[src/fpr_pkg.sv]
// Shared constants and types for the framed packet receiver.
// Used by fpr_store, fpr_ctrl and framed_packet_receiver_top; no dependencies.
package fpr_pkg;

  localparam int unsigned MaxPayload = 16;
  localparam int unsigned AddrW      = $clog2(MaxPayload);
  localparam int unsigned CntW       = $clog2(MaxPayload + 1);
  localparam int unsigned LenW       = 5;
  localparam int unsigned TickW      = 16;
  localparam int unsigned OutDataW   = 32;

  localparam logic [7:0]       StartByte    = 8'hAA;
  localparam logic [7:0]       EndByte      = 8'h55;
  localparam logic [TickW-1:0] TimeoutReset = 16'd10000;

  localparam logic KindByte = 1'b0;
  localparam logic KindTick = 1'b1;

  localparam logic OutData   = 1'b0;
  localparam logic OutStatus = 1'b1;

  localparam logic [1:0] StOk      = 2'd0;
  localparam logic [1:0] StBad     = 2'd1;
  localparam logic [1:0] StTimeout = 2'd2;

  typedef struct packed {
    logic             we;
    logic [AddrW-1:0] waddr;
    logic [7:0]       wdata;
    logic             re;
    logic [AddrW-1:0] raddr;
  } fpr_store_req_t;

  typedef struct packed {
    logic            okind;
    logic [7:0]      data;
    logic [1:0]      status;
    logic [7:0]      ptype;
    logic [LenW-1:0] plen;
    logic [7:0]      pchk;
    logic            last;
  } fpr_result_t;

endpackage

[src/fpr_store.sv]
// Payload store: one write port and one registered read port.
// Depends on fpr_pkg for the depth and the request struct.
module fpr_store import fpr_pkg::*; (
  input  logic           clk_i,
  input  fpr_store_req_t req_i,
  output logic [7:0]     rdata_o
);

  logic [7:0] mem [MaxPayload];
  logic [7:0] rdata_q;

  always_ff @(posedge clk_i) begin
    if (req_i.we) begin
      mem[req_i.waddr] <= req_i.wdata;
    end
    if (req_i.re) begin
      rdata_q <= mem[req_i.raddr];
    end
  end

  assign rdata_o = rdata_q;

endmodule

[src/fpr_ctrl.sv]
// Frame parser, checksum, timeout and result sequencer with its output register.
// Depends on fpr_pkg; drives the payload store through fpr_store_req_t.
module fpr_ctrl import fpr_pkg::*; (
  input  logic             clk_i,
  input  logic             rst_ni,
  input  logic [TickW-1:0] timeout_i,
  input  logic             s_valid_i,
  output logic             s_ready_o,
  input  logic             s_kind_i,
  input  logic [7:0]       s_byte_i,
  output logic             m_valid_o,
  input  logic             m_ready_i,
  output fpr_result_t      m_result_o,
  output fpr_store_req_t   store_req_o,
  input  logic [7:0]       store_rdata_i
);

  localparam logic [2:0] PhHunt  = 3'd0;
  localparam logic [2:0] PhType  = 3'd1;
  localparam logic [2:0] PhLen   = 3'd2;
  localparam logic [2:0] PhData  = 3'd3;
  localparam logic [2:0] PhCheck = 3'd4;
  localparam logic [2:0] PhEnd   = 3'd5;

  localparam logic [1:0] MdParse  = 2'd0;
  localparam logic [1:0] MdRead   = 2'd1;
  localparam logic [1:0] MdLoad   = 2'd2;
  localparam logic [1:0] MdStatus = 2'd3;

  localparam logic [7:0]      MaxPayloadB = 8'(MaxPayload);
  localparam logic [CntW-1:0] MaxCnt      = CntW'(MaxPayload);

  logic [2:0]       phase_q, phase_d;
  logic [1:0]       mode_q, mode_d;
  logic [7:0]       type_q, type_d;
  logic [CntW-1:0]  len_q, len_d;
  logic [CntW-1:0]  cnt_q, cnt_d;
  logic [7:0]       xor_q, xor_d;
  logic [7:0]       chk_q, chk_d;
  logic [TickW-1:0] tick_q, tick_d;
  logic [CntW-1:0]  rd_idx_q, rd_idx_d;
  logic             ovalid_q, ovalid_d;
  fpr_result_t      res_q, res_d;

  logic             out_free;
  logic             accept;
  logic [TickW-1:0] tick_inc;
  logic             good;

  assign out_free  = !ovalid_q || m_ready_i;
  assign s_ready_o = (mode_q == MdParse) &&
                     (out_free || (s_kind_i == KindByte && phase_q != PhEnd));
  assign accept    = s_valid_i && s_ready_o;
  assign tick_inc  = (tick_q == '1) ? tick_q : tick_q + TickW'(1);
  assign good      = (s_byte_i == EndByte) && (xor_q == chk_q);

  always_comb begin
    phase_d  = phase_q;
    mode_d   = mode_q;
    type_d   = type_q;
    len_d    = len_q;
    cnt_d    = cnt_q;
    xor_d    = xor_q;
    chk_d    = chk_q;
    tick_d   = tick_q;
    rd_idx_d = rd_idx_q;
    ovalid_d = ovalid_q;
    res_d    = res_q;
    store_req_o       = '0;
    store_req_o.waddr = cnt_q[AddrW-1:0];
    store_req_o.wdata = s_byte_i;
    store_req_o.raddr = rd_idx_q[AddrW-1:0];

    if (ovalid_q && m_ready_i) begin
      ovalid_d = 1'b0;
    end

    unique case (mode_q)
      MdParse: begin
        if (accept && s_kind_i == KindTick) begin
          if (phase_q != PhHunt) begin
            if (tick_inc >= timeout_i) begin
              res_d    = '{okind: OutStatus, data: 8'd0, status: StTimeout, ptype: 8'd0,
                           plen: '0, pchk: 8'd0, last: 1'b1};
              ovalid_d = 1'b1;
              phase_d  = PhHunt;
              tick_d   = '0;
            end else begin
              tick_d = tick_inc;
            end
          end
        end else if (accept) begin
          unique case (phase_q)
            PhHunt: begin
              if (s_byte_i == StartByte) begin
                phase_d = PhType;
                tick_d  = '0;
                xor_d   = 8'd0;
                cnt_d   = '0;
              end
            end
            PhType: begin
              type_d  = s_byte_i;
              phase_d = PhLen;
            end
            PhLen: begin
              len_d   = (s_byte_i > MaxPayloadB) ? MaxCnt : CntW'(s_byte_i);
              cnt_d   = '0;
              xor_d   = 8'd0;
              phase_d = (s_byte_i == 8'd0) ? PhCheck : PhData;
            end
            PhData: begin
              store_req_o.we = (cnt_q < MaxCnt);
              xor_d          = xor_q ^ s_byte_i;
              cnt_d          = cnt_q + CntW'(1);
              if (cnt_d >= len_q) begin
                phase_d = PhCheck;
              end
            end
            PhCheck: begin
              chk_d   = s_byte_i;
              phase_d = PhEnd;
            end
            PhEnd: begin
              if (good && len_q != '0) begin
                mode_d   = MdRead;
                rd_idx_d = '0;
              end else begin
                res_d    = '{okind: OutStatus, data: 8'd0, status: good ? StOk : StBad,
                             ptype: type_q, plen: LenW'(len_q), pchk: chk_q, last: 1'b1};
                ovalid_d = 1'b1;
              end
              phase_d = PhHunt;
              tick_d  = '0;
            end
            default: begin
              phase_d = PhHunt;
              tick_d  = '0;
            end
          endcase
        end
      end
      MdRead: begin
        store_req_o.re = 1'b1;
        mode_d         = MdLoad;
      end
      MdLoad: begin
        if (out_free) begin
          res_d    = '{okind: OutData, data: store_rdata_i, status: StOk, ptype: type_q,
                       plen: LenW'(len_q), pchk: chk_q, last: 1'b0};
          ovalid_d = 1'b1;
          rd_idx_d = rd_idx_q + CntW'(1);
          mode_d   = (rd_idx_d >= len_q) ? MdStatus : MdRead;
        end
      end
      MdStatus: begin
        if (out_free) begin
          res_d    = '{okind: OutStatus, data: 8'd0, status: StOk, ptype: type_q,
                       plen: LenW'(len_q), pchk: chk_q, last: 1'b1};
          ovalid_d = 1'b1;
          mode_d   = MdParse;
        end
      end
      default: begin
        mode_d = MdParse;
      end
    endcase
  end

  always_ff @(posedge clk_i or negedge rst_ni) begin
    if (!rst_ni) begin
      phase_q  <= PhHunt;
      mode_q   <= MdParse;
      type_q   <= 8'd0;
      len_q    <= '0;
      cnt_q    <= '0;
      xor_q    <= 8'd0;
      chk_q    <= 8'd0;
      tick_q   <= '0;
      rd_idx_q <= '0;
      ovalid_q <= 1'b0;
    end else begin
      phase_q  <= phase_d;
      mode_q   <= mode_d;
      type_q   <= type_d;
      len_q    <= len_d;
      cnt_q    <= cnt_d;
      xor_q    <= xor_d;
      chk_q    <= chk_d;
      tick_q   <= tick_d;
      rd_idx_q <= rd_idx_d;
      ovalid_q <= ovalid_d;
    end
  end

  always_ff @(posedge clk_i) begin
    res_q <= res_d;
  end

  assign m_valid_o  = ovalid_q;
  assign m_result_o = res_q;

endmodule

[src/framed_packet_receiver_top.sv]
// Each accepted byte or tick leaves at most one status result straight away. A good frame
// with a nonempty payload is replayed from the payload store after its end byte, each byte
// through a read state and a load state because of the store's registered read port, then
// a status result; no input is taken during that replay. Ticks and end bytes wait while the
// output register is full and not being taken. The timeout register resets to 10000 ticks.
module framed_packet_receiver_top import fpr_pkg::*; (
  input  logic                clk_i,
  input  logic                rst_ni,
  input  logic                cfg_valid_i,
  output logic                cfg_ready_o,
  input  logic [TickW-1:0]    cfg_data_i,     // timeout_ticks
  input  logic                s_axis_tvalid,
  output logic                s_axis_tready,
  input  logic [7:0]          s_axis_tdata,   // rx_byte
  input  logic                s_axis_tuser,   // kind
  output logic                m_axis_tvalid,
  input  logic                m_axis_tready,
  output logic [OutDataW-1:0] m_axis_tdata,   // data_byte, status, packet_type,
                                              // packet_length, packet_checksum, zero pad
  output logic                m_axis_tuser,   // out_kind
  output logic                m_axis_tlast
);

  logic [TickW-1:0] timeout_q;
  fpr_store_req_t   store_req;
  logic [7:0]       store_rdata;
  fpr_result_t      result;

  assign cfg_ready_o = 1'b1;

  always_ff @(posedge clk_i or negedge rst_ni) begin
    if (!rst_ni) begin
      timeout_q <= TimeoutReset;
    end else if (cfg_valid_i) begin
      timeout_q <= cfg_data_i;
    end
  end

  fpr_store u_store (
    .clk_i   (clk_i),
    .req_i   (store_req),
    .rdata_o (store_rdata)
  );

  fpr_ctrl u_ctrl (
    .clk_i         (clk_i),
    .rst_ni        (rst_ni),
    .timeout_i     (timeout_q),
    .s_valid_i     (s_axis_tvalid),
    .s_ready_o     (s_axis_tready),
    .s_kind_i      (s_axis_tuser),
    .s_byte_i      (s_axis_tdata),
    .m_valid_o     (m_axis_tvalid),
    .m_ready_i     (m_axis_tready),
    .m_result_o    (result),
    .store_req_o   (store_req),
    .store_rdata_i (store_rdata)
  );

  assign m_axis_tdata = {1'b0, result.pchk, result.plen, result.ptype, result.status,
                         result.data};
  assign m_axis_tuser = result.okind;
  assign m_axis_tlast = result.last;

  a_timeout_clean: assert property (@(posedge clk_i) disable iff (!rst_ni)
    (m_axis_tvalid && result.status == StTimeout) |->
      (result.okind == OutStatus && result.ptype == 8'd0 && result.plen == '0 &&
       result.pchk == 8'd0 && result.last))
    else $error("timeout result carries frame fields");

  a_data_not_last: assert property (@(posedge clk_i) disable iff (!rst_ni)
    (m_axis_tvalid && result.okind == OutData) |-> (!result.last && result.status == StOk))
    else $error("data result marked last or with a status");

  a_len_bound: assert property (@(posedge clk_i) disable iff (!rst_ni)
    m_axis_tvalid |-> (result.plen <= LenW'(MaxPayload)))
    else $error("packet length above the maximum payload");

  a_no_input_in_replay: assert property (@(posedge clk_i) disable iff (!rst_ni)
    (m_axis_tvalid && result.okind == OutData && !m_axis_tready) |-> !s_axis_tready)
    else $error("input taken while a payload replay is pending");

endmodule
[config.mk]
export PLATFORM = sky130hd
export DESIGN_NAME = framed_packet_receiver_top
export DESIGN_NICKNAME = d
export VERILOG_FILES = /design/src/fpr_pkg.sv /design/src/fpr_store.sv /design/src/fpr_ctrl.sv /design/src/framed_packet_receiver_top.sv
export SDC_FILE = /design/constraint.sdc
export NUM_CORES = 1
export LEC_CHECK = 0
export ABC_AREA = 1
export BUFFER_PORTS_ARGS = -buffer_cell sky130_fd_sc_hd__buf_4
export CAP_MARGIN = 20
export CORE_UTILIZATION = 50
export DETAILED_ROUTE_END_ITERATION = 8
export PLACE_DENSITY = 0.65
export SLEW_MARGIN = 20
export SYNTH_ARGS = -nofsm -noshare
export SYNTH_HDL_FRONTEND = slang
export SYNTH_SLANG_ARGS = --single-unit
export TNS_END_PERCENT = 30
[constraint.sdc]
create_clock -name clk_i -period 9.6 [get_ports clk_i]
set_input_delay 1.44 -clock clk_i [delete_from_list [all_inputs] [get_ports clk_i]]
set_output_delay 1.44 -clock clk_i [all_outputs]
set_load 0.02 [all_outputs]
==> impl_metrics.ini <==
[worst_hold_path]
hp-class = reg2reg
hold-path-endpoint = u_ctrl.type_q[7]$_DFFE_PN0P_
hp-start = u_ctrl.type_q[7]$_DFFE_PN0P_
hold-path-cell-count = 2

[power_and_ir_drop]
clock_power_share = 0.382
leakagePower_nw = 5.419
p_sw_w = 0.0007374
combPwrFrac = 0.147
p_seq_frac = 0.471
power.total_w = 0.002754
p_per_area_nw_per_um2 = 212.2
cellInternalPower_w = 0.002017
ir_drop_mv = 0.1883
p_sw_frac = 0.2677

[die]
start_util = 0.5174
die_y_um = 153.2
die_x_um = 153.2
die_area_sq_um = 23470
coreArea_sq_um = 22090
row_count = 54
io-pin-count = 67

[route]
antenna_left = 0
vias = 7900
drcViolationCount = 0
avgRoutedWirePerCell_um = 16.31
via_per_inst = 5.370
drt-total-wl_um = 23990
first_pass_iters = 5
drt_iter0_drc = 794

[yosys]
yosysSeqAreaShare = 0.6104
syn_nets = 1183
synth_warnings = 0
synth-main-ff-cell = edfxtp_1
syn_inst = 1121
synth_area_per_cell_sq_um = 10.20
netlist_area_sq_um = 11430
ys_seq_elements = 245
synthArstFlopShare = 0.3143
ys_types = 43
synth_edf_count = 168

[setup_path]
crit_required_ns = 9.80
crit_path_end_kind = register
path_cells = ha_1 > nand2_1 > nor2_2 > nand2_1 > nor2_4 > inv_2 > nor2_1 > nor2_1 > ha_1 > nand2_1 > nand3_1 > nand2_1 > nand2_1 > nand2_1 > nand2_1 > nand2_1 > a21oi_1 > inv_1 > nor2_2 > buf_4
cp_data_arrival_time_ns = 4.03
slowest_stage = dfrtp_1
worstSetupPathType = reg2reg
crit_top_cell = nand2_1
rr_startpoint = u_ctrl.tick_q[1]$_DFFE_PN0P_
reg2regPathDepth = 20
critPathMaxFanout = 32
reg2reg_setup_slack_ns = 5.77
crit_path_start_kind = register
cp_slowest_stage_delay_ns = 0.42
r2r_end = u_ctrl.m_result_o[30]$_DFFE_PP_

[timing]
final-hold-violation-count = 0
finalSetupTns_ns = 0
finalCritPeriodShare = 0.3986
drv_slew = 0
skew_ns = 0.008231
slew_headroom = 0.3337
worst_slew_pin_slew_ns = 0.9995
setup_viol = 0
max_freq_mhz = 261.3
rsz0062_at_grt = false
fin_crit_ns = 3.827

[clock_tree]
cts_tree = built
root_buffer = clkbuf_16
post_cts_buffers = 0
cts_resized = 0
clk_pin_slew_ns = 0.06
postCtsHoldBufs = 0
insertion_delay_ns = 0.54
clk_path_buf_depth = 3
htree_num_levels = 1
numCtsBuffers = 25
clock-sinks = 245

[layout]
area_growth_syn_to_layout_pct = 13.54
diodes = 0
final_cell_mix = nand2_1, edfxtp_1, nor2_1, inv_1, o21ai_0
drive_above_1_share = 0.1142
final_common_cell = nand2_1
num-nets-final = 1234

[global_route]
antenna_found_initial = 0
grt_max_degree = 70
grt_overflow = 0
grt_pass1_vias = 7396
grt_util_all_layers = 0.2094
grt_pass1_wl_um = 38740

[placement]
hpwl_um = 15760
io_buffers = 64
place_congestion = 0.8706

[flow_run]
cap_violations = 0

[status]
outcome = finished, final reports clean
worst max path at each step:
stage	to	depth (start not counted)	slack [ns]	start
after detailed placement	u_ctrl.m_result_o[28]$_DFFE_PP_	20	5.84	u_ctrl.tick_q[1]$_DFFE_PN0P_
after global routing	u_ctrl.m_result_o[28]$_DFFE_PP_	20	5.42	u_ctrl.tick_q[1]$_DFFE_PN0P_
after CTS	u_ctrl.m_result_o[30]$_DFFE_PP_	20	5.78	u_ctrl.tick_q[1]$_DFFE_PN0P_
final	u_ctrl.m_result_o[30]$_DFFE_PP_	20	5.77	u_ctrl.tick_q[1]$_DFFE_PN0P_
after global placement	u_ctrl.m_result_o[28]$_DFFE_PP_	10	5.92	m_axis_tready
after floorplan	u_ctrl.m_result_o[10]$_DFFE_PP_	9	5.35	m_axis_tready
power by group through the flow:
stage          clock network (W)  registers [W]  logic, W
2_1_floorplan                  0        0.00131  0.000301
3_3_place_gp                   0        0.00131  0.000396
3_5_place_dp                   0        0.00132  0.000406
4_1_cts                  0.00107        0.00130  0.000410
5_1_grt                  0.00111        0.00131  0.000470
6_report                 0.00105        0.00130  0.000406
metal layers:
layer  global-route usage  up-vias  wire length (um)  part of all wire
li1                     -     3891                 -                 -
met1               0.3029     3748             11190              0.47
met2               0.3344      224             10980              0.46
met3              0.02892       37              1385             0.058
met4              0.05243        0               437             0.018
met5                    0        -                 0                 0
worst max-delay path, delay by kind of cell (launching register included):
| kind | cells | cell delay, ns |
|---|---|---|
| buffers and inverters | 3 | 0.55 |
| AND/OR/NAND/NOR | 14 | 1.57 |
| adder cells (fa/ha/maj) | 2 | 0.54 |
| AO/OA/AOI/OAI | 1 | 0.36 |
| flip-flops | 1 | 0.42 |
kinds of logic (layout without fill, tap and decap cells):
kind of cell             after synthesis  in the layout  synth area share
AO/OA/AOI/OAI                        171            171           0.08866
XOR/XNOR                              25             25           0.01915
adder cells (fa/ha/maj)               32             32           0.03503
buffers and inverters                171            241           0.06020
flip-flops                           245            245            0.6104
multiplexers                          21             21           0.01850
other                                  2              2         0.0006570
AND/OR/NAND/NOR                      454            454            0.1674
sequential cells by signal, indices dropped and copies added (netlist names), 5 cells and up:
register           flops
u_ctrl.cnt_q           5
timeout_q             16
u_ctrl.chk_q           8
u_ctrl.xor_q           8
u_ctrl.tick_q         16
u_ctrl.len_q           5
u_ctrl.m_result_o     32
u_store.rdata_o        8
u_store.mem          128
u_ctrl.type_q          8
u_ctrl.rd_idx_q        5
synth_stat cells, drive strengths merged, types with 13 or more instances:
library cell  number  area (sq um)
nand2            239         912.1
o211ai            16         120.1
ha                32         400.4
edfxtp           168          5045
nand3             54         297.8
nor2             142         580.6
o21ai            110         550.5
buf               27         147.6
inv              127         476.7
dfrtp             72          1802
xor2              21         183.9
mux2i             20         200.2
a21oi             13         76.33
clkbuf            17         63.81
o221ai            16         140.1
area by class of cell:
class	count	area [sq um]
flip-flops and latches	245	6979
clock inverters	17	244.0
well taps	280	350.3
inverters	127	476.7
repair buffers	68	510.5
clock buffers	29	650.6
multi-input cells	705	3767
fillers	1819	9115
through the flow:
stage | hold slack (ns) | utilization | instances | cell area (sq um) | worst slack (ns)
global placement | 0.4653 | 0.5469 | 1425 | 12080 | 5.916
finish | 0.4834 | 0.5874 | 1471 | 12980 | 5.773
CTS | 0.4879 | 0.5874 | 1471 | 12980 | 5.780
floorplan | 0.4534 | - | 1121 | 11430 | 5.346
global route | 0.4941 | 0.5874 | 1471 | 12980 | 5.421
detailed placement | 0.4732 | 0.5469 | 1425 | 12080 | 5.840
(Power assumes the default switching activity.)
